**src/rtl/lppd_pkg.sv**
```systemverilog
// Package for the length-prefixed packet deframer: phase type, result kinds, register indexes.
`timescale 1ns / 1ps

package lppd_pkg;

   typedef enum logic [2:0] {
      PH_HUNT   = 3'd0,
      PH_TYPE   = 3'd1,
      PH_DLEN   = 3'd2,
      PH_DATA   = 3'd3,
      PH_DYNLEN = 3'd4,
      PH_DYN    = 3'd5,
      PH_CRC    = 3'd6
   } phase_type;

   typedef logic [2:0] kind_type;

   localparam kind_type K_DATA    = 3'd0;
   localparam kind_type K_DYN     = 3'd1;
   localparam kind_type K_DONE    = 3'd2;
   localparam kind_type K_BADTYPE = 3'd3;
   localparam kind_type K_BADDLEN = 3'd4;
   localparam kind_type K_BADYLEN = 3'd5;

   typedef logic [1:0] csr_index_type;

   localparam csr_index_type CSR_START_WORD = 2'd0;
   localparam csr_index_type CSR_TYPE_COUNT = 2'd1;
   localparam csr_index_type CSR_MAX_LENGTH = 2'd2;

   localparam int CSR_DATA_WIDTH = 16;

   localparam logic [15:0] START_WORD_RESET = 16'd0;
   localparam logic [7:0]  TYPE_COUNT_RESET = 8'd8;
   localparam logic [15:0] MAX_LENGTH_RESET = 16'd4096;

endpackage

```
**src/rtl/length_prefixed_packet_deframer.sv**
```systemverilog
// Length-prefixed packet deframer: start-word hunt, header fields, tagged payload bytes.
// A byte is held in the input register and its result (if any) in the result register.
// Throughput: one byte per cycle unless stalled; state update is one register stage.
// An input register and a result register decouple the two sides.
// Reset (synchronous, active high) returns to hunting with nothing primed and
// loads the register defaults: start word 0, type count 8, max length 4096.
`timescale 1ns / 1ps

module length_prefixed_packet_deframer #(
   parameter int LENGTH_WIDTH = 16
) (
   input  logic                                clock,
   input  logic                                reset,
   // byte input
   input  logic                                req_valid,
   output logic                                req_stall,
   input  logic [7:0]                          req_in_byte,
   // results
   output logic                                rsp_valid,
   input  logic                                rsp_stall,
   output logic [2:0]                          rsp_out_kind,
   output logic [7:0]                          rsp_out_byte,
   output logic [7:0]                          rsp_frame_type,
   output logic                                rsp_block_last,
   // configuration
   input  logic                                csr_we,
   input  lppd_pkg::csr_index_type             csr_index,
   input  logic [lppd_pkg::CSR_DATA_WIDTH-1:0] csr_wdata
);

   // configuration registers
   logic [15:0] start_word_ff;
   logic [7:0]  type_count_ff;
   logic [15:0] max_length_ff;

   // input stage
   logic        in_valid_ff;
   logic [7:0]  in_byte_ff;

   // parser state
   lppd_pkg::phase_type       phase_ff, phase_in;
   logic [7:0]                previous_byte_ff, previous_byte_in;
   logic [31:0]               field_shift_ff, field_shift_in;
   logic [1:0]                field_count_ff, field_count_in;
   logic [7:0]                current_type_ff, current_type_in;
   logic [LENGTH_WIDTH-1:0]   bytes_left_ff, bytes_left_in;
   logic                      hunt_primed_ff, hunt_primed_in;

   // result register
   logic                      rsp_valid_ff;
   lppd_pkg::kind_type        rsp_kind_ff, rsp_kind_in;
   logic [7:0]                rsp_byte_ff, rsp_byte_in;
   logic [7:0]                rsp_type_ff, rsp_type_in;
   logic                      rsp_last_ff, rsp_last_in;
   logic                      res_valid;

   logic        out_ready;
   logic        step;
   logic [31:0] field_value;
   logic        field_done;
   logic        hunt_match;
   logic        type_bad;
   logic        len_bad;
   logic        block_last;

   assign out_ready = !rsp_valid_ff || !rsp_stall;
   assign step      = in_valid_ff && out_ready;
   assign req_stall = in_valid_ff && !out_ready;

   // shared decode for the current byte
   assign field_value = field_shift_ff | ({24'd0, in_byte_ff} << {field_count_ff, 3'b000});
   assign field_done  = (field_count_ff == 2'd3);
   assign hunt_match  = hunt_primed_ff && ({in_byte_ff, previous_byte_ff} == start_word_ff);
   assign type_bad    = (field_value >= {24'd0, type_count_ff});
   // a length must fit the counter and stay within the limit
   assign len_bad     = ((field_value >> LENGTH_WIDTH) != 32'd0) ||
                        (field_value > {16'd0, max_length_ff});
   assign block_last  = (bytes_left_ff <= LENGTH_WIDTH'(1));

   // next phase
   always_comb begin
      phase_in = phase_ff;
      case (phase_ff)
         lppd_pkg::PH_HUNT: begin
            if (hunt_match) phase_in = lppd_pkg::PH_TYPE;
         end
         lppd_pkg::PH_TYPE: begin
            if (field_done) phase_in = type_bad ? lppd_pkg::PH_HUNT : lppd_pkg::PH_DLEN;
         end
         lppd_pkg::PH_DLEN: begin
            if (field_done) begin
               if (len_bad)                  phase_in = lppd_pkg::PH_HUNT;
               else if (field_value == 32'd0) phase_in = lppd_pkg::PH_DYNLEN;
               else                           phase_in = lppd_pkg::PH_DATA;
            end
         end
         lppd_pkg::PH_DYNLEN: begin
            if (field_done) begin
               if (len_bad)                  phase_in = lppd_pkg::PH_HUNT;
               else if (field_value == 32'd0) phase_in = lppd_pkg::PH_CRC;
               else                           phase_in = lppd_pkg::PH_DYN;
            end
         end
         lppd_pkg::PH_DATA: begin
            if (block_last) phase_in = lppd_pkg::PH_DYNLEN;
         end
         lppd_pkg::PH_DYN: begin
            if (block_last) phase_in = lppd_pkg::PH_CRC;
         end
         lppd_pkg::PH_CRC: begin
            if (field_done) phase_in = lppd_pkg::PH_HUNT;
         end
         default: phase_in = lppd_pkg::PH_HUNT;
      endcase
   end

   // datapath state and result
   always_comb begin
      previous_byte_in = previous_byte_ff;
      field_shift_in   = 32'd0;
      field_count_in   = 2'd0;
      current_type_in  = current_type_ff;
      bytes_left_in    = bytes_left_ff;
      hunt_primed_in   = hunt_primed_ff;
      res_valid        = 1'b0;
      rsp_kind_in      = lppd_pkg::K_DATA;
      rsp_byte_in      = 8'd0;
      rsp_type_in      = current_type_ff;
      rsp_last_in      = 1'b0;

      case (phase_ff)
         lppd_pkg::PH_HUNT: begin
            if (hunt_match) begin
               hunt_primed_in = 1'b0;
            end else begin
               previous_byte_in = in_byte_ff;
               hunt_primed_in   = 1'b1;
            end
         end
         lppd_pkg::PH_TYPE: begin
            if (!field_done) begin
               field_shift_in = field_value;
               field_count_in = field_count_ff + 2'd1;
            end else if (type_bad) begin
               res_valid   = 1'b1;
               rsp_kind_in = lppd_pkg::K_BADTYPE;
               rsp_type_in = field_value[7:0];
            end else begin
               current_type_in = field_value[7:0];
            end
         end
         lppd_pkg::PH_DLEN, lppd_pkg::PH_DYNLEN: begin
            if (!field_done) begin
               field_shift_in = field_value;
               field_count_in = field_count_ff + 2'd1;
            end else if (len_bad) begin
               res_valid   = 1'b1;
               rsp_kind_in = (phase_ff == lppd_pkg::PH_DLEN) ? lppd_pkg::K_BADDLEN
                                                             : lppd_pkg::K_BADYLEN;
            end else begin
               bytes_left_in = field_value[LENGTH_WIDTH-1:0];
            end
         end
         lppd_pkg::PH_DATA, lppd_pkg::PH_DYN: begin
            res_valid     = 1'b1;
            rsp_kind_in   = (phase_ff == lppd_pkg::PH_DATA) ? lppd_pkg::K_DATA
                                                            : lppd_pkg::K_DYN;
            rsp_byte_in   = in_byte_ff;
            rsp_last_in   = block_last;
            bytes_left_in = block_last ? '0 : bytes_left_ff - LENGTH_WIDTH'(1);
         end
         lppd_pkg::PH_CRC: begin
            if (!field_done) begin
               field_shift_in = field_value;
               field_count_in = field_count_ff + 2'd1;
            end else begin
               res_valid   = 1'b1;
               rsp_kind_in = lppd_pkg::K_DONE;
            end
         end
         default: begin
            hunt_primed_in = 1'b0;
         end
      endcase

      // every return to hunting starts unprimed
      if (phase_ff != lppd_pkg::PH_HUNT && phase_in == lppd_pkg::PH_HUNT) begin
         hunt_primed_in = 1'b0;
      end
   end

   // configuration
   always_ff @(posedge clock) begin
      if (reset) begin
         start_word_ff <= lppd_pkg::START_WORD_RESET;
         type_count_ff <= lppd_pkg::TYPE_COUNT_RESET;
         max_length_ff <= lppd_pkg::MAX_LENGTH_RESET;
      end else if (csr_we) begin
         case (csr_index)
            lppd_pkg::CSR_START_WORD: start_word_ff <= csr_wdata[15:0];
            lppd_pkg::CSR_TYPE_COUNT: type_count_ff <= csr_wdata[7:0];
            lppd_pkg::CSR_MAX_LENGTH: max_length_ff <= csr_wdata[15:0];
            default: ;
         endcase
      end
   end

   // input stage
   always_ff @(posedge clock) begin
      if (reset) begin
         in_valid_ff <= 1'b0;
      end else if (!req_stall) begin
         in_valid_ff <= req_valid;
      end
   end

   always_ff @(posedge clock) begin
      if (req_valid && !req_stall) begin
         in_byte_ff <= req_in_byte;
      end
   end

   // parser state
   always_ff @(posedge clock) begin
      if (reset) begin
         phase_ff         <= lppd_pkg::PH_HUNT;
         previous_byte_ff <= 8'd0;
         field_shift_ff   <= 32'd0;
         field_count_ff   <= 2'd0;
         current_type_ff  <= 8'd0;
         bytes_left_ff    <= '0;
         hunt_primed_ff   <= 1'b0;
      end else if (step) begin
         phase_ff         <= phase_in;
         previous_byte_ff <= previous_byte_in;
         field_shift_ff   <= field_shift_in;
         field_count_ff   <= field_count_in;
         current_type_ff  <= current_type_in;
         bytes_left_ff    <= bytes_left_in;
         hunt_primed_ff   <= hunt_primed_in;
      end
   end

   // result register
   always_ff @(posedge clock) begin
      if (reset) begin
         rsp_valid_ff <= 1'b0;
      end else if (out_ready) begin
         rsp_valid_ff <= step && res_valid;
      end
   end

   always_ff @(posedge clock) begin
      if (step && res_valid) begin
         rsp_kind_ff <= rsp_kind_in;
         rsp_byte_ff <= rsp_byte_in;
         rsp_type_ff <= rsp_type_in;
         rsp_last_ff <= rsp_last_in;
      end
   end

   assign rsp_valid      = rsp_valid_ff;
   assign rsp_out_kind   = rsp_kind_ff;
   assign rsp_out_byte   = rsp_byte_ff;
   assign rsp_frame_type = rsp_type_ff;
   assign rsp_block_last = rsp_last_ff;

endmodule
```
**config.mk**
```make
export PLATFORM = sky130hd
export DESIGN_NAME = length_prefixed_packet_deframer
export DESIGN_NICKNAME = d
export VERILOG_FILES = /design/src/rtl/lppd_pkg.sv /design/src/rtl/length_prefixed_packet_deframer.sv
export SDC_FILE = /design/constraint.sdc
export NUM_CORES = 1
export LEC_CHECK = 0
export ABC_AREA = 1
export BUFFER_PORTS_ARGS = -buffer_cell sky130_fd_sc_hd__buf_2
export CORE_ASPECT_RATIO = 0.8
export CORE_MARGIN = 2
export CORE_UTILIZATION = 55
export CTS_BUF_LIST = sky130_fd_sc_hd__clkbuf_16
export DETAILED_ROUTE_END_ITERATION = 8
export MAX_ROUTING_LAYER = met4
export PLACE_DENSITY = 0.74
export SYNTH_ARGS = -nofsm -noshare
export SYNTH_HDL_FRONTEND = slang
export SYNTH_SLANG_ARGS = --single-unit
export TNS_END_PERCENT = 10
```
**constraint.sdc**
```tcl
create_clock -name clock -period 3.7 [get_ports clock]
set_clock_uncertainty 0.05 [all_clocks]
set_input_delay 0 -clock clock [delete_from_list [all_inputs] [get_ports clock]]
set_output_delay 0 -clock clock [all_outputs]
set_load 0.1 [all_outputs]
```
**After elaboration in Yosys (flattened, before gate mapping)**

Index checks and enable logic that the tools add are counted.

- Register bits: 140
- Bits in latches: 0
- Bits in writable memories: 0
- ROM bits: 0
- Input bits: 31
- Output and inout bits: 22
- Word-level logic and storage cells: 110
- Memories kept: 0

- Add/subtract/negate cells: 2
- $mul: 0
- Divide/modulo/power cells: 0
- $lt $le $gt $ge: 3
- Equal/unequal tests: 13
- Shifts and indexed selects: 1
- Muxes and demuxes: 41
- Bitwise operators: 3
- Reductions and logical operators: 30

Operators with widths:

| operator | count |
|---|---|
| two-way mux 32 bit | 2 |
| two-way mux 16 bit | 3 |
| two-way mux 3 bit | 12 |
| >= comparator 32 x 8 -> 1 bit | 1 |
| greater-than comparator 32 x 16 -> 1 bit | 1 |
| logical NOT 32 bit | 1 |
| OR 32 bit | 1 |
| one-hot mux 16 bit (2 select lines) | 1 |
| nonzero test 32 bit | 1 |
| << shifter 8 x 5 -> 32 bit | 1 |
| two-way mux 8 bit | 3 |
| one-hot mux 3 bit (7 select lines) | 1 |
| == test 16 bit | 1 |
| less-or-equal comparator 16 x 1 -> 1 bit (second input constant) | 1 |
| subtractor 16 x 1 -> 16 bit (second input constant) | 1 |
| two-way mux 2 bit | 7 |
| one-hot mux 3 bit (4 select lines) | 1 |
| == test 3 bit (second input constant) | 3 |
| two-way mux 1 bit | 9 |
| AND reduction 2 bit | 4 |
| AND reduction 4 bit | 2 |
| == test 3 x 2 -> 1 bit (second input constant) | 2 |
| logical AND 1 bit | 6 |
| logical NOT 3 bit | 2 |
| other kinds (18) | 26 |

**Longest topological paths before layout**

Gate-level depths: netlist of the first run.

- Depth in word-level cells: 11
- Depth in mapped cells: 24
- Mapped depth without buffers: 23

**Least setup slack after synthesis of the first run**

Ideal clock, no wire load.

- Path kind: reg-to-reg
- Start: reg rsp_valid_ff (netlist: rsp_valid)
- End: reg in_byte_ff[0] (enable)
- Library setup time: 273 ps
- Arrival: 2854 ps
- Data required time: 3377 ps
- Slack: 523 ps
- Stages on the path, launching flop included: 6
- Buffers on the path: 0
- Cells stage by stage: dfxtp_1 -> nand2_1 -> nor2_1 -> inv_1 -> nand2_1 -> inv_1

- Word-level cells in the longest chain between the ends: 6

Ends and longest elaborated chain:

| item | line | RTL |
|---|---|---|
| start, declared | length_prefixed_packet_deframer.sv:50 | `logic rsp_valid_ff;` |
| start signal, assigned | length_prefixed_packet_deframer.sv:249 | `rsp_valid_ff <= step && res_valid;` |
| logical NOT 1 bit | length_prefixed_packet_deframer.sv:66 | `assign out_ready = !rsp_valid_ff \|\| !rsp_stall;` |
| logical OR 1 bit | length_prefixed_packet_deframer.sv:66 |  |
| logical NOT 1 bit | length_prefixed_packet_deframer.sv:68 | `assign req_stall = in_valid_ff && !out_ready;` |
| logical AND 1 bit | length_prefixed_packet_deframer.sv:68 |  |
| named net req_stall | length_prefixed_packet_deframer.sv:16 | `output logic req_stall,` |
| logical NOT 1 bit | length_prefixed_packet_deframer.sv:218 | `if (req_valid && !req_stall) begin` |
| logical AND 1 bit | length_prefixed_packet_deframer.sv:218 |  |
| end signal, assigned | length_prefixed_packet_deframer.sv:219 | `in_byte_ff <= req_in_byte;` |
| end, declared | length_prefixed_packet_deframer.sv:38 | `logic [7:0] in_byte_ff;` |

The timed path passes the listed nets, and every way through them passes these cells.
A chain may end at the register's enable or synchronous reset.

**Worst setup path after layout of the first run**

- Start: reg field_count_ff[0]
- End: reg rsp_type_ff[3] (netlist: rsp_frame_type[3]) (enable)

- Word-level cells in the longest chain between the ends: 8

Ends and longest elaborated chain:

| item | line | RTL |
|---|---|---|
| start, declared | length_prefixed_packet_deframer.sv:44 | `logic [1:0] field_count_ff, field_count_in;` |
| start signal, assigned | length_prefixed_packet_deframer.sv:237 | `field_count_ff <= field_count_in;` |
| << shifter 8 x 5 -> 32 bit (*) | length_prefixed_packet_deframer.sv:71 | `assign field_value = field_shift_ff \| ({24'd0, in_byte_ff} << {field_count_ff, 3'b000});` |
| OR 32 bit (*) | length_prefixed_packet_deframer.sv:71 |  |
| named net field_value[7] | length_prefixed_packet_deframer.sv:59 | `logic [31:0] field_value;` |
| greater-than comparator 32 x 16 -> 1 bit | length_prefixed_packet_deframer.sv:77 | `(field_value > {16'd0, max_length_ff});` |
| logical OR 1 bit | length_prefixed_packet_deframer.sv:76 | `assign len_bad = ((field_value >> LENGTH_WIDTH) != 32'd0) \|\|` |
| two-way mux 1 bit | length_prefixed_packet_deframer.sv:156 | `end else if (len_bad) begin` |
| two-way mux 1 bit | length_prefixed_packet_deframer.sv:153 | `if (!field_done) begin` |
| one-hot mux 1 bit (4 select lines) (*) | length_prefixed_packet_deframer.sv:131 | `case (phase_ff)` |
| logical AND 1 bit (*) | length_prefixed_packet_deframer.sv:254 | `if (step && res_valid) begin` |
| end signal, assigned | length_prefixed_packet_deframer.sv:257 | `rsp_type_ff <= rsp_type_in;` |
| end, declared | length_prefixed_packet_deframer.sv:53 | `logic [7:0] rsp_type_ff, rsp_type_in;` |

The timed path passes the listed nets; every way through them passes the cells marked *.

==> summary.txt, run 1 <==
Power
  – Pwr dens: 457.7 nW/um2
  – Combinational group share of total power: 11.6%
  – Clock network fraction of design power: 45.9%
  – Psw: 976.6 uW
  – Reg power frac: 42.5%
  – Internal power: 2864 uW
  – Switching Fraction: 25.43%
  – Max VDD drop: 0.4361 mV
  – Leak: 0.003597 uW

Die
  – FP Rows: 37
  – Die Y-Extent: 105.9 um
  – # IOs: 53
  – Die X-Extent: 131.3 um
  – Die footprint: 13910 um2
  – Core Region: 12780 um2
  – Initial core utilization: 55.85%

Route
  – Post-Route WL: 18.35 mm
  – DRC viols: 0
  – Via-to-Cell Ratio: 5.321
  – Pre-Repair DR Iteration Count: 5
  – Avg WL per Cell: 15.29 um
  – DR iter-0 viols: 567
  – Routed Antenna Nets: 0
  – Total number of vias: 6385

STA
  – Unrepaired setup endpoints after global routing: no
  – Rel. slew slack: 21.46%
  – TNS Setup: 0 ps
  – Final Max Slew Viols: 0
  – Final Setup Violations: 0
  – Max Clk Rate: 0.3044 GHz
  – Hold_ws: 230.5 ps
  – Slew @ Worst Pin: 1178 ps
  – Tmin final: 3285 ps
  – Final period util: 88.78%
  – Hold Fails Final Rpt: 0

GRT
  – Initial antenna violation count: 0
  – Vias in the first global route: 5908
  – Overall Global Routing Usage: 28.34%
  – Largest net degree at the start of global routing: 79
  – GRT Residual Overflow: 0
  – First-pass GRT wire length: 29.84 mm

Cells and area
  – Final net count: 1070
  – Commonest non-fill, non-tap cells in the layout: nand2_1, inv_1, dfxtp_1
  – Area Growth Syn to Fin: 17.60%
  – Most common cell after layout, fill and taps aside: nand2_1
  – # fillers: 1096
  – # diodes: 0
  – Layout cells sized above 1: 13.76%
  – Register area: 3083 um2
  – Area of the multi-input gates: 3333 um2

Yosys
  – Synth Flop Type: dfxtp_1
  – Synth top area share: 31.42%
  – Sequential cell area fraction in the yosys report: 43.21%
  – Post-Synthesis Cells: 941
  – Net Count, Synth: 999
  – Asr flop ratio synth: 0%
  – Synth cell types: 45
  – Cell taking the most area after synthesis: dfxtp_1
  – Synthesized area: 7136 um2
  – Seq cells post-synth: 140
  – Post-synth EDFFs: 28
  – Synthesis warning total: 0
  – Syn avg cell area: 7.583 um2
  – Largest cells by area after synthesis: dfxtp_1, edfxtp_1, nand2_1, inv_1, a21oi_1

Clocking
  – Resized Gates After CTS: 0
  – Clk slew on worst S/H paths: 60 ps
  – H-tree depth: 4
  – CTS Buf Count: 17
  – Hold buffers post-CTS: 31
  – Clock tree buffer depth: 2
  – Later-pin clock latency in the skew report: 430 ps
  – Post-CTS setup buffers: 0
  – CTS tree: done
  – CTS Root Buffer Type: clkbuf_16
  – CTS sink cnt: 140

Critical path
  – R2r setup slk: 420 ps
  – Worst r2r src: field_count_ff[0]
  – CP arrival: 3360 ps
  – CP required: 3780 ps
  – Cell mode on critical path: nand2_1
  – Worst R2R End: rsp_frame_type[3]
  – CP Launch Type: flip-flop
  – CP delay by family, top: simple AND/OR/NAND/NOR gates
  – Worst path max stage delay: 590 ps
  – Crit path kind: flip-flop to flip-flop
  – CP Cell Sequence: inv_2 -> nand3_2 -> nand2_1 -> ha_1 -> nand2_1 -> nor2_1 -> nand2_1 -> nand2_1 -> nand2_1 -> nand2_1 -> nand2_1 -> nand2_2 -> nand2_2 -> o21ai_1 -> o211ai_1 -> nand3_1 -> nand2_1 -> inv_1 -> buf_4
  – CP max FO: 18
  – CP Capture Type: flip-flop
  – Reg2Reg Depth: 19
  – Slowest-stage cell, CP: dfxtp_1
  – WP buf/inv: 3

Hold path
  – Start point of the worst min-delay path: req_in_byte[1]
  – Min-Delay Path Class: input port to flip-flop
  – Hold path depth: 2
  – Hold Crit Endpoint: in_byte_ff[1]

Place
  – RD Place Congestion: 0.9785
  – Detail Placement HPWL: 12.39 mm
  – Port bufs: 52

Flow run
  – Max Cap Viol: 0

Run status
  – Status: complete, no violations
==> Yosys cell counts (6+ instances only) <==
| master | n |
|---|---|
| a211oi_1 | 14 |
| inv_2 | 9 |
| clkbuf_1 | 26 |
| nand2_1 | 171 |
| xor2_1 | 14 |
| dfxtp_1 | 112 |
| o22ai_1 | 7 |
| edfxtp_1 | 28 |
| inv_1 | 123 |
| nor3_1 | 9 |
| o21ai_1 | 8 |
| o21bai_2 | 8 |
| nor2_1 | 104 |
| nor2_2 | 6 |
| buf_2 | 6 |
| ha_1 | 27 |
| o21ai_0 | 79 |
| a21oi_1 | 92 |
| nand3_1 | 38 |
==> registers in the layout, summed over array words and instances (netlist names) <==
register          flops
phase_ff              3
max_length_ff        16
field_count_ff        2
rsp_frame_type        8
type_count_ff         8
start_word_ff        16
rsp_out_byte          8
in_valid_ff           1
rsp_block_last        1
rsp_valid             1
previous_byte_ff      8
in_byte_ff            8
bytes_left_ff        16
current_type_ff       8
hunt_primed_ff        1
rsp_out_kind          3
field_shift_ff       32
==> cells by family (layout without fill, tap and decap cells) <==
family	Yosys count	in the layout	share of synthesized area [%]
xor+xnor	18	18	2.209
simple gates	345	345	20.25
buf+inv	175	259	10.08
flops	140	140	43.21
fa+ha+maj	27	27	4.734
compound gates	236	236	19.52
==> cell type report <==
class	count	share of cell area, %
Timing Repair Buffer	93	7.693
Clock inverter	15	2.147
Sequential cell	140	36.74
Inverter	134	6.024
Multi-Input combinational cell	626	39.72
Tap cell	175	2.609
Clock buffer	17	5.069
==> per-stage QoR <==
stage	area, um2	instances	setup WS (ps)	power, uW	util, %
floorplan	7136	941	523.5	1951	-
global placement	7476	1137	564.2	2065	58.51
detailed placement	7476	1137	528.7	2070	58.51
CTS	8392	1200	484.5	3851	65.68
global route	8392	1200	110.4	3986	65.68
finish	8392	1200	415.3	3841	65.68
==> routing by layer <==
metal	track usage [%]	vias to the layer above	share of wire (%)
met4	10.40	0	2.2
met2	42.74	241	44
li1	-	3232	-
met1	37.22	2873	46
met5	-	-	0
met3	6.975	39	7.7
==> power by group through the flow <==
stage | logic (uW) | clock network, uW | registers [uW]
final | 444 | 1760 | 1630
after global routing | 496 | 1850 | 1640
after CTS | 434 | 1790 | 1630
after detailed placement | 407 | 0 | 1660
after global placement | 402 | 0 | 1660
after floorplan | 296 | 0 | 1650
==> worst max path at each step <==
stage | cells after the start | slack, ps | end | startpoint
2_1_floorplan | 5 | 520 | in_byte_ff[0] | rsp_valid
3_3_place_gp | 23 | 560 | rsp_block_last | field_count_ff[0]
3_5_place_dp | 19 | 530 | rsp_frame_type[6] | field_count_ff[0]
4_1_cts | 19 | 480 | rsp_frame_type[6] | field_count_ff[0]
5_1_grt | 19 | 110 | rsp_frame_type[6] | field_count_ff[0]
6_report | 19 | 420 | rsp_frame_type[3] | field_count_ff[0]
Note: power is estimated with default switching activity, not from simulation.
==> run 2: changes to the inputs <==
--- a/config.mk
+++ b/config.mk
@@ -13,7 +13,7 @@
 export CTS_BUF_LIST = sky130_fd_sc_hd__clkbuf_16
 export DETAILED_ROUTE_END_ITERATION = 8
 export MAX_ROUTING_LAYER = met4
-export PLACE_DENSITY = 0.74
+export PLACE_DENSITY = 0.77
 export SYNTH_ARGS = -nofsm -noshare
 export SYNTH_HDL_FRONTEND = slang
 export SYNTH_SLANG_ARGS = --single-unit
==> constraint.sdc (replaced) <==
create_clock -name clock -period 2.67 [get_ports clock]
set_clock_uncertainty 0.05 [all_clocks]
set_input_delay 0 -clock clock [delete_from_list [all_inputs] [get_ports clock]]
set_output_delay 0 -clock clock [all_outputs]
set_load 0.1 [all_outputs]
==> summary.txt, run 2 (same netlist as run 1, synthesis figures left out) <==
Run status
  – Status: complete, but fails checks
  – Failing checks: negative setup slack

GRT
  – Initial antenna violation count: 0 (unchanged)
  – Overall Global Routing Usage: 29.41% (+1.1 points)
  – Largest net degree at the start of global routing: 63 (-20%)
  – GRT Residual Overflow: 0 (unchanged)
  – Vias in the first global route: 6371 (+7.8%)
  – First-pass GRT wire length: 31.31 mm (+4.9%)

STA
  – Hold Fails Final Rpt: 0 (unchanged)
  – Final Max Slew Viols: 0 (unchanged)
  – Rel. slew slack: 29.29% (+7.8 points)
  – Max Clk Rate: 0.3614 GHz (+19%)
  – Final period util: 103.6% (+15 points)
  – Unrepaired setup endpoints after global routing: yes
  – Hold_ws: 231.3 ps (+0.7730 ps)
  – Final Setup Violations: 20 (+20)
  – TNS Setup: -1657 ps (-1657 ps)
  – Slew @ Worst Pin: 1058 ps (-120.4 ps)
  – Tmin final: 2767 ps (-517.6 ps)
  – Setup ws final: -97.04 ps (-512.4 ps)

Cells and area
  – # fillers: 975 (-11%)
  – Number of flip-flops in the largest register: 32 (unchanged)
  – Fin area: 9170 um2 (+9.3%)
  – Largest Register: field_shift_ff
  – Commonest non-fill, non-tap cells in the layout: nand2_1, inv_1, dfxtp_1
  – Final net count: 1134 (+6.0%)
  – Layout cells sized above 1: 22.22% (+8.5 points)
  – Most common cell after layout, fill and taps aside: nand2_1
  – # diodes: 0 (unchanged)
  – Area Growth Syn to Fin: 28.51%
  – Post-layout util: 71.77% (+6.1 points)

Hold path
  – Start point of the worst min-delay path: req_in_byte[0]
  – Min-Delay Path Class: input port to flip-flop

Power
  – Pwr dens: 592.3 nW/um2 (+29%)
  – Max VDD drop: 0.4855 mV (+11%)
  – Leak: 0.003925 uW (+9.1%)

Critical path
  – CP startpoint: in_byte_ff[2]
  – Reg2Reg Depth: 18 (-1)
  – CP required: 2810 ps (-970 ps)
  – R2r setup slk: -100 ps (-510 ps)
  – Worst R2R End: rsp_out_kind[2]
  – Cell mode on critical path: nand2_1
  – CP Launch Type: flip-flop
  – Crit path kind: flip-flop to flip-flop
  – Slowest-stage cell, CP: edfxtp_1
  – CP arrival: 2910 ps (-450 ps)
  – CP max FO: 6 (-12)
  – CP Capture Type: flip-flop
  – Worst r2r src: in_byte_ff[2]
  – Worst Setup EP: rsp_out_kind[2]
  – Worst path max stage delay: 420 ps (-170 ps)
  – CP Cell Sequence: buf_6 -> nand2_1 -> o21ai_2 -> buf_4 -> ha_1 -> nand2_1 -> nor2_1 -> nand2_1 -> nand3_1 -> nor2_2 -> nand2_2 -> nor2_4 -> o21ai_2 -> o211ai_1 -> nand3_1 -> nand2_2 -> clkinvlp_4 -> clkbuf_16

Clocking
  – Clk slew on worst S/H paths: 60 ps (about the same)
  – H-tree depth: 4 (unchanged)
  – Later-pin clock latency in the skew report: 420 ps (about the same)
  – CTS Root Buffer Type: clkbuf_16
  – Clock tree buffer depth: 2 (unchanged)
  – CTS tree: done
  – CTS Buf Count: 17 (unchanged)
  – CTS sink cnt: 140 (unchanged)

Route
  – Pre-Repair DR Iteration Count: 5 (unchanged)
  – DRC viols: 0 (unchanged)
  – Post-Route WL: 19.52 mm (+6.4%)
  – Routed Antenna Nets: 0 (unchanged)
  – Total number of vias: 6749 (+5.7%)
  – Avg WL per Cell: 15.44 um (+1.0%)
  – Routed wl met3: 1.303 mm (-8.3%)
  – Via-to-Cell Ratio: 5.339 (+0.35%)
  – Max layer used: met4
  – Wl on met1: 8.874 mm (+5.3%)
  – DR iter-0 viols: 671 (+18%)
  – WL met2: 8.829 mm (+9.1%)

Place
  – RD Place Congestion: 1.002 (+2.4%)
  – Detail Placement HPWL: 13.37 mm (+7.9%)
  – Placed cell area: 7965 um2 (+6.5%)
  – Port bufs: 52 (unchanged)

Die
  – Die Y-Extent: 105.9 um (unchanged)
  – # IOs: 53 (unchanged)
  – FP Rows: 37 (unchanged)
  – Initial core utilization: 55.85% (unchanged)
  – Die footprint: 13910 um2 (unchanged)
  – Die X-Extent: 131.3 um (unchanged)
  – Core Region: 12780 um2 (unchanged)

Flow run
  – Max Cap Viol: 0 (unchanged)
[run 2: cell count changes in the layout (fill, tap and decap cells not counted), sizes merged]
cell	before	now
clkbuf	17	20
clkinvlp	2	5
bufinv	4	1
buf	62	125
inv	137	140
clkinv	6	1
[run 2: per-layer routing]
| layer | GRT usage [%] | vias to the layer above |
|---|---|---|
| met5 | - | - |
| met4 | 10.48 | 0 |
| met3 | 4.233 | 42 |
| met2 | 45.75 | 237 |
| met1 | 39.52 | 3106 |
| li1 | - | 3364 |
[run 2: worst max-delay path: cells and delay by family (launching register included)]
family                   cells  cell delay (ps)
AND/OR/NAND/NOR             10              900
buffers and inverters        4              680
flip-flops                   1              420
AO/OA/AOI/OAI                3              220
adder cells (fa/ha/maj)      1              260
[run 2: how the worst min path moves through the flow]
stage	end	cells after the start
finish	in_byte_ff[0]	2
global route	in_byte_ff[0]	2
CTS	in_byte_ff[0]	2
detailed placement	in_byte_ff[0]	1
global placement	in_byte_ff[4]	1
floorplan	field_shift_ff[3]	1
[run 2: final cells by class]
| type | instances | area (um2) | area share [%] |
|---|---|---|---|
| repair buffers | 157 | 1205 | 13.14 |
| well taps | 175 | 219.0 | 2.388 |
| flip-flops and latches | 140 | 3088 | 33.67 |
| clock inverters | 13 | 127.6 | 1.392 |
| inverters | 134 | 519.2 | 5.662 |
| clock buffers | 19 | 475.5 | 5.185 |
| multi-input cells | 626 | 3536 | 38.56 |
[run 2: what timing repair did]
| item | CTS | global route |
|---|---|---|
| pin swaps | 1 | 13 |
| gates resized for setup | 12 | 35 |
| gates cloned | 0 | 1 |
| endpoints found under the setup margin | 22 | 45 |
| setup buffers | 3 | 9 |
| endpoints found under the hold margin | 51 | 0 |
| hold buffers | 31 | 0 |
[run 2: where the power goes]
part           total [uW]  leakage (uW)  switching (uW)  internal [uW]
registers            2250       0.00116            38.8           2210
logic                 796       0.00248             474            322
clock network        2380      0.000287             974           1410
[run 2: per-stage QoR]
stage          setup slack, ps  instances  total power (uW)
2_1_floorplan           -53.03        941              2714
3_3_place_gp             15.82       1188              2945
3_5_place_dp            -72.58       1188              2958
4_1_cts                  4.900       1254              5377
5_1_grt                 -249.2       1264              5613
6_report                -97.04       1264              5431
==> run 3: changes to the inputs <==
--- a/config.mk
+++ b/config.mk
@@ -7,10 +7,9 @@
 export LEC_CHECK = 0
 export ABC_AREA = 1
 export BUFFER_PORTS_ARGS = -buffer_cell sky130_fd_sc_hd__buf_2
-export CORE_ASPECT_RATIO = 0.8
 export CORE_MARGIN = 2
 export CORE_UTILIZATION = 55
-export CTS_BUF_LIST = sky130_fd_sc_hd__clkbuf_16
+export CTS_BUF_LIST = sky130_fd_sc_hd__clkbuf_2 sky130_fd_sc_hd__clkbuf_4 sky130_fd_sc_hd__clkbuf_8
 export DETAILED_ROUTE_END_ITERATION = 8
 export MAX_ROUTING_LAYER = met4
 export PLACE_DENSITY = 0.77
==> summary.txt, run 3 (same netlist as run 1, synthesis figures left out) <==
Place
  – RD Place Congestion: 0.9482 (-5.3%)
  – Placed cell area: 7896 um2 (-0.86%)
  – Port bufs: 52 (unchanged)
  – Detail Placement HPWL: 13.30 mm (-0.50%)
  – Placed cells: 1178 (-0.84%)

STA
  – Unrepaired setup endpoints after global routing: yes
  – Tmin final: 2703 ps (-64.42 ps)
  – Rel. slew slack: 25.35% (-3.9 points)
  – Final Max Slew Viols: 0 (unchanged)
  – Hold_ws: 210.4 ps (-20.96 ps)
  – Max Clk Rate: 0.3700 GHz (+2.4%)
  – Final Setup Violations: 20 (unchanged)
  – Hold Fails Final Rpt: 0 (unchanged)
  – Final period util: 101.2% (-2.4 points)
  – Setup ws final: -32.62 ps (+64.42 ps)
  – Slew @ Worst Pin: 1117 ps (+58.83 ps)

Critical path
  – CP delay by family, top: compound AO/OA/AOI/OAI gates
  – CP arrival: 2880 ps (-30 ps)
  – Reg2Reg Depth: 17 (-1)
  – CP Cell Sequence: buf_6 -> nand2_1 -> o21bai_2 -> ha_4 -> a21oi_2 -> o21ai_1 -> a21oi_2 -> nand2_1 -> nand2_2 -> nand2_2 -> nand2_2 -> o21ai_1 -> o211ai_1 -> nand3_1 -> nand2_2 -> clkinvlp_4 -> buf_12
  – Cell mode on critical path: nand2_2
  – WP buf/inv: 3 (-1)
  – CP required: 2840 ps (+30 ps)
  – Crit path kind: flip-flop to flip-flop
  – Slowest-stage cell, CP: dfxtp_4
  – CP Capture Type: flip-flop
  – Instance count on the critical path: 17 (-1)
  – Worst path max stage delay: 420 ps (about the same)
  – CP Launch Type: flip-flop
  – CP max FO: 12 (+6)

Route
  – DRC viols: 0 (unchanged)
  – DR iter-0 viols: 696 (+3.7%)
  – Avg WL per Cell: 15.25 um (-1.2%)
  – Routed Antenna Nets: 0 (unchanged)
  – Pre-Repair DR Iteration Count: 6 (+1)
  – Via-to-Cell Ratio: 5.331 (-0.15%)
  – Total number of vias: 6680 (-1.0%)
  – Post-Route WL: 19.11 mm (-2.1%)

Die
  – # IOs: 53 (unchanged)
  – Core Region: 12620 um2 (-1.2%)
  – Initial core utilization: 56.54% (+0.70 points)
  – Die footprint: 13900 um2 (about the same)
  – Die Y-Extent: 117.9 um (+11%)
  – FP Rows: 41 (+11%)
  – Die X-Extent: 117.9 um (-10%)

Cells and area
  – Largest Register: field_shift_ff
  – Final net count: 1126 (-0.71%)
  – Layout cells sized above 1: 20.54% (-1.7 points)
  – Finished Layout Cells: 1253 (-0.87%)
  – # diodes: 0 (unchanged)
  – Fin area: 8871 um2 (-3.3%)
  – Number of flip-flops in the largest register: 32 (unchanged)
  – Area Growth Syn to Fin: 24.32%
  – Commonest non-fill, non-tap cells in the layout: nand2_1, inv_1, dfxtp_1
  – Most common cell after layout, fill and taps aside: nand2_1

Run status
  – Status: complete, but fails checks
  – Failing checks: negative setup slack

Clocking
  – Clock tree buffer depth: 2 (unchanged)
  – CTS sink cnt: 140 (unchanged)
  – Clk slew on worst S/H paths: 80 ps (+20 ps)
  – H-tree depth: 4 (unchanged)
  – CTS Root Buffer Type: clkbuf_8
  – Later-pin clock latency in the skew report: 470 ps (+50 ps)
  – CTS Buf Count: 17 (unchanged)
  – CTS tree: done

GRT
  – First-pass GRT wire length: 30.61 mm (-2.2%)
  – Vias in the first global route: 6109 (-4.1%)
  – GRT Residual Overflow: 0 (unchanged)
  – Largest net degree at the start of global routing: 37 (-41%)
  – Overall Global Routing Usage: 28.43% (-0.97 points)
  – Initial antenna violation count: 0 (unchanged)

Flow run
  – Max Cap Viol: 0 (unchanged)

Power
  – Leak: 0.003802 uW (-3.2%)
  – Max VDD drop: 0.4081 mV (-16%)
  – Pwr dens: 536.1 nW/um2 (-9.5%)
  – Post-layout power: 4756 uW (-12%)

Hold path
  – Min-Delay Path Class: input port to flip-flop
  – Hold path depth: 2 (unchanged)
-- run 3: cell types whose count changed in the layout (fill, tap and decap cells not counted), moves of 3 or more --
cell / before / now
buf_4: 66 / 56
clkbuf_16: 20 / 1
ha_4: 7 / 4
o21ai_0: 71 / 74
inv_6: 6 / 2
dlygate4sd3_1: 31 / 36
clkbuf_8: 0 / 21
ha_1: 20 / 23
-- run 3: cell type report --
| cell class | count | area (um2) |
|---|---|---|
| Fill cell | 1014 | 3749 |
| Timing Repair Buffer | 149 | 1137 |
| Inverter | 134 | 524.3 |
| Clock buffer | 23 | 304.0 |
| Tap cell | 172 | 215.2 |
| Multi-Input combinational cell | 626 | 3493 |
| Sequential cell | 140 | 3088 |
| Clock inverter | 9 | 108.9 |
-- run 3: path summary, 6_finish.rpt --
| check | to | from | slack (ps) |
|---|---|---|---|
| setup / recovery | rsp_frame_type[4] | field_count_ff[0] | -30 |
| hold / removal | in_byte_ff[4] | req_in_byte[4] | 210 |
| setup reg to reg | rsp_frame_type[4] | field_count_ff[0] | -30 |
| hold reg to reg | current_type_ff[2] | current_type_ff[2] | 400 |
-- run 3: worst reg2reg max path: cells and delay by family, from the launching register on --
family	cells	cell delay [ps]
flip-flops	1	420
adder cells (fa/ha/maj)	1	230
AND/OR/NAND/NOR	7	600
AO/OA/AOI/OAI	6	740
buffers and inverters	3	420
-- run 3: power breakdown --
group	switching (uW)	internal (uW)
logic	450	290
registers	41.0	2210
clock network	815	951
total	1310	3450
-- run 3: layer usage --
layer,global-route usage [%],up-vias,routed length [um]
li1,-,3336,-
met1,36.92,3060,8357
met2,44.44,251,9032
met3,6.444,33,1296
met4,8.584,0,427
met5,-,-,0
-- run 3: stage by stage --
step           setup slack, ps  utilization, %  TNS, ps
4_1_cts                  6.295           68.94        0
5_1_grt                 -182.4           70.30    -3790
6_report                -32.62           70.30   -457.8
3_3_place_gp             32.83           62.57        0
2_1_floorplan           -53.03               -    -1061
3_5_place_dp            -18.02           62.57   -299.4
-- run 3: timing repair --
action / 4_1_cts / 5_1_grt
buffers inserted: 1 / 5
hold buffers: 36 / 0
endpoints found under the setup margin: 20 / 39
resized for setup: 5 / 30
pin swaps: 1 / 8
endpoints found under the hold margin: 53 / 0
gates cloned: 0 / 1
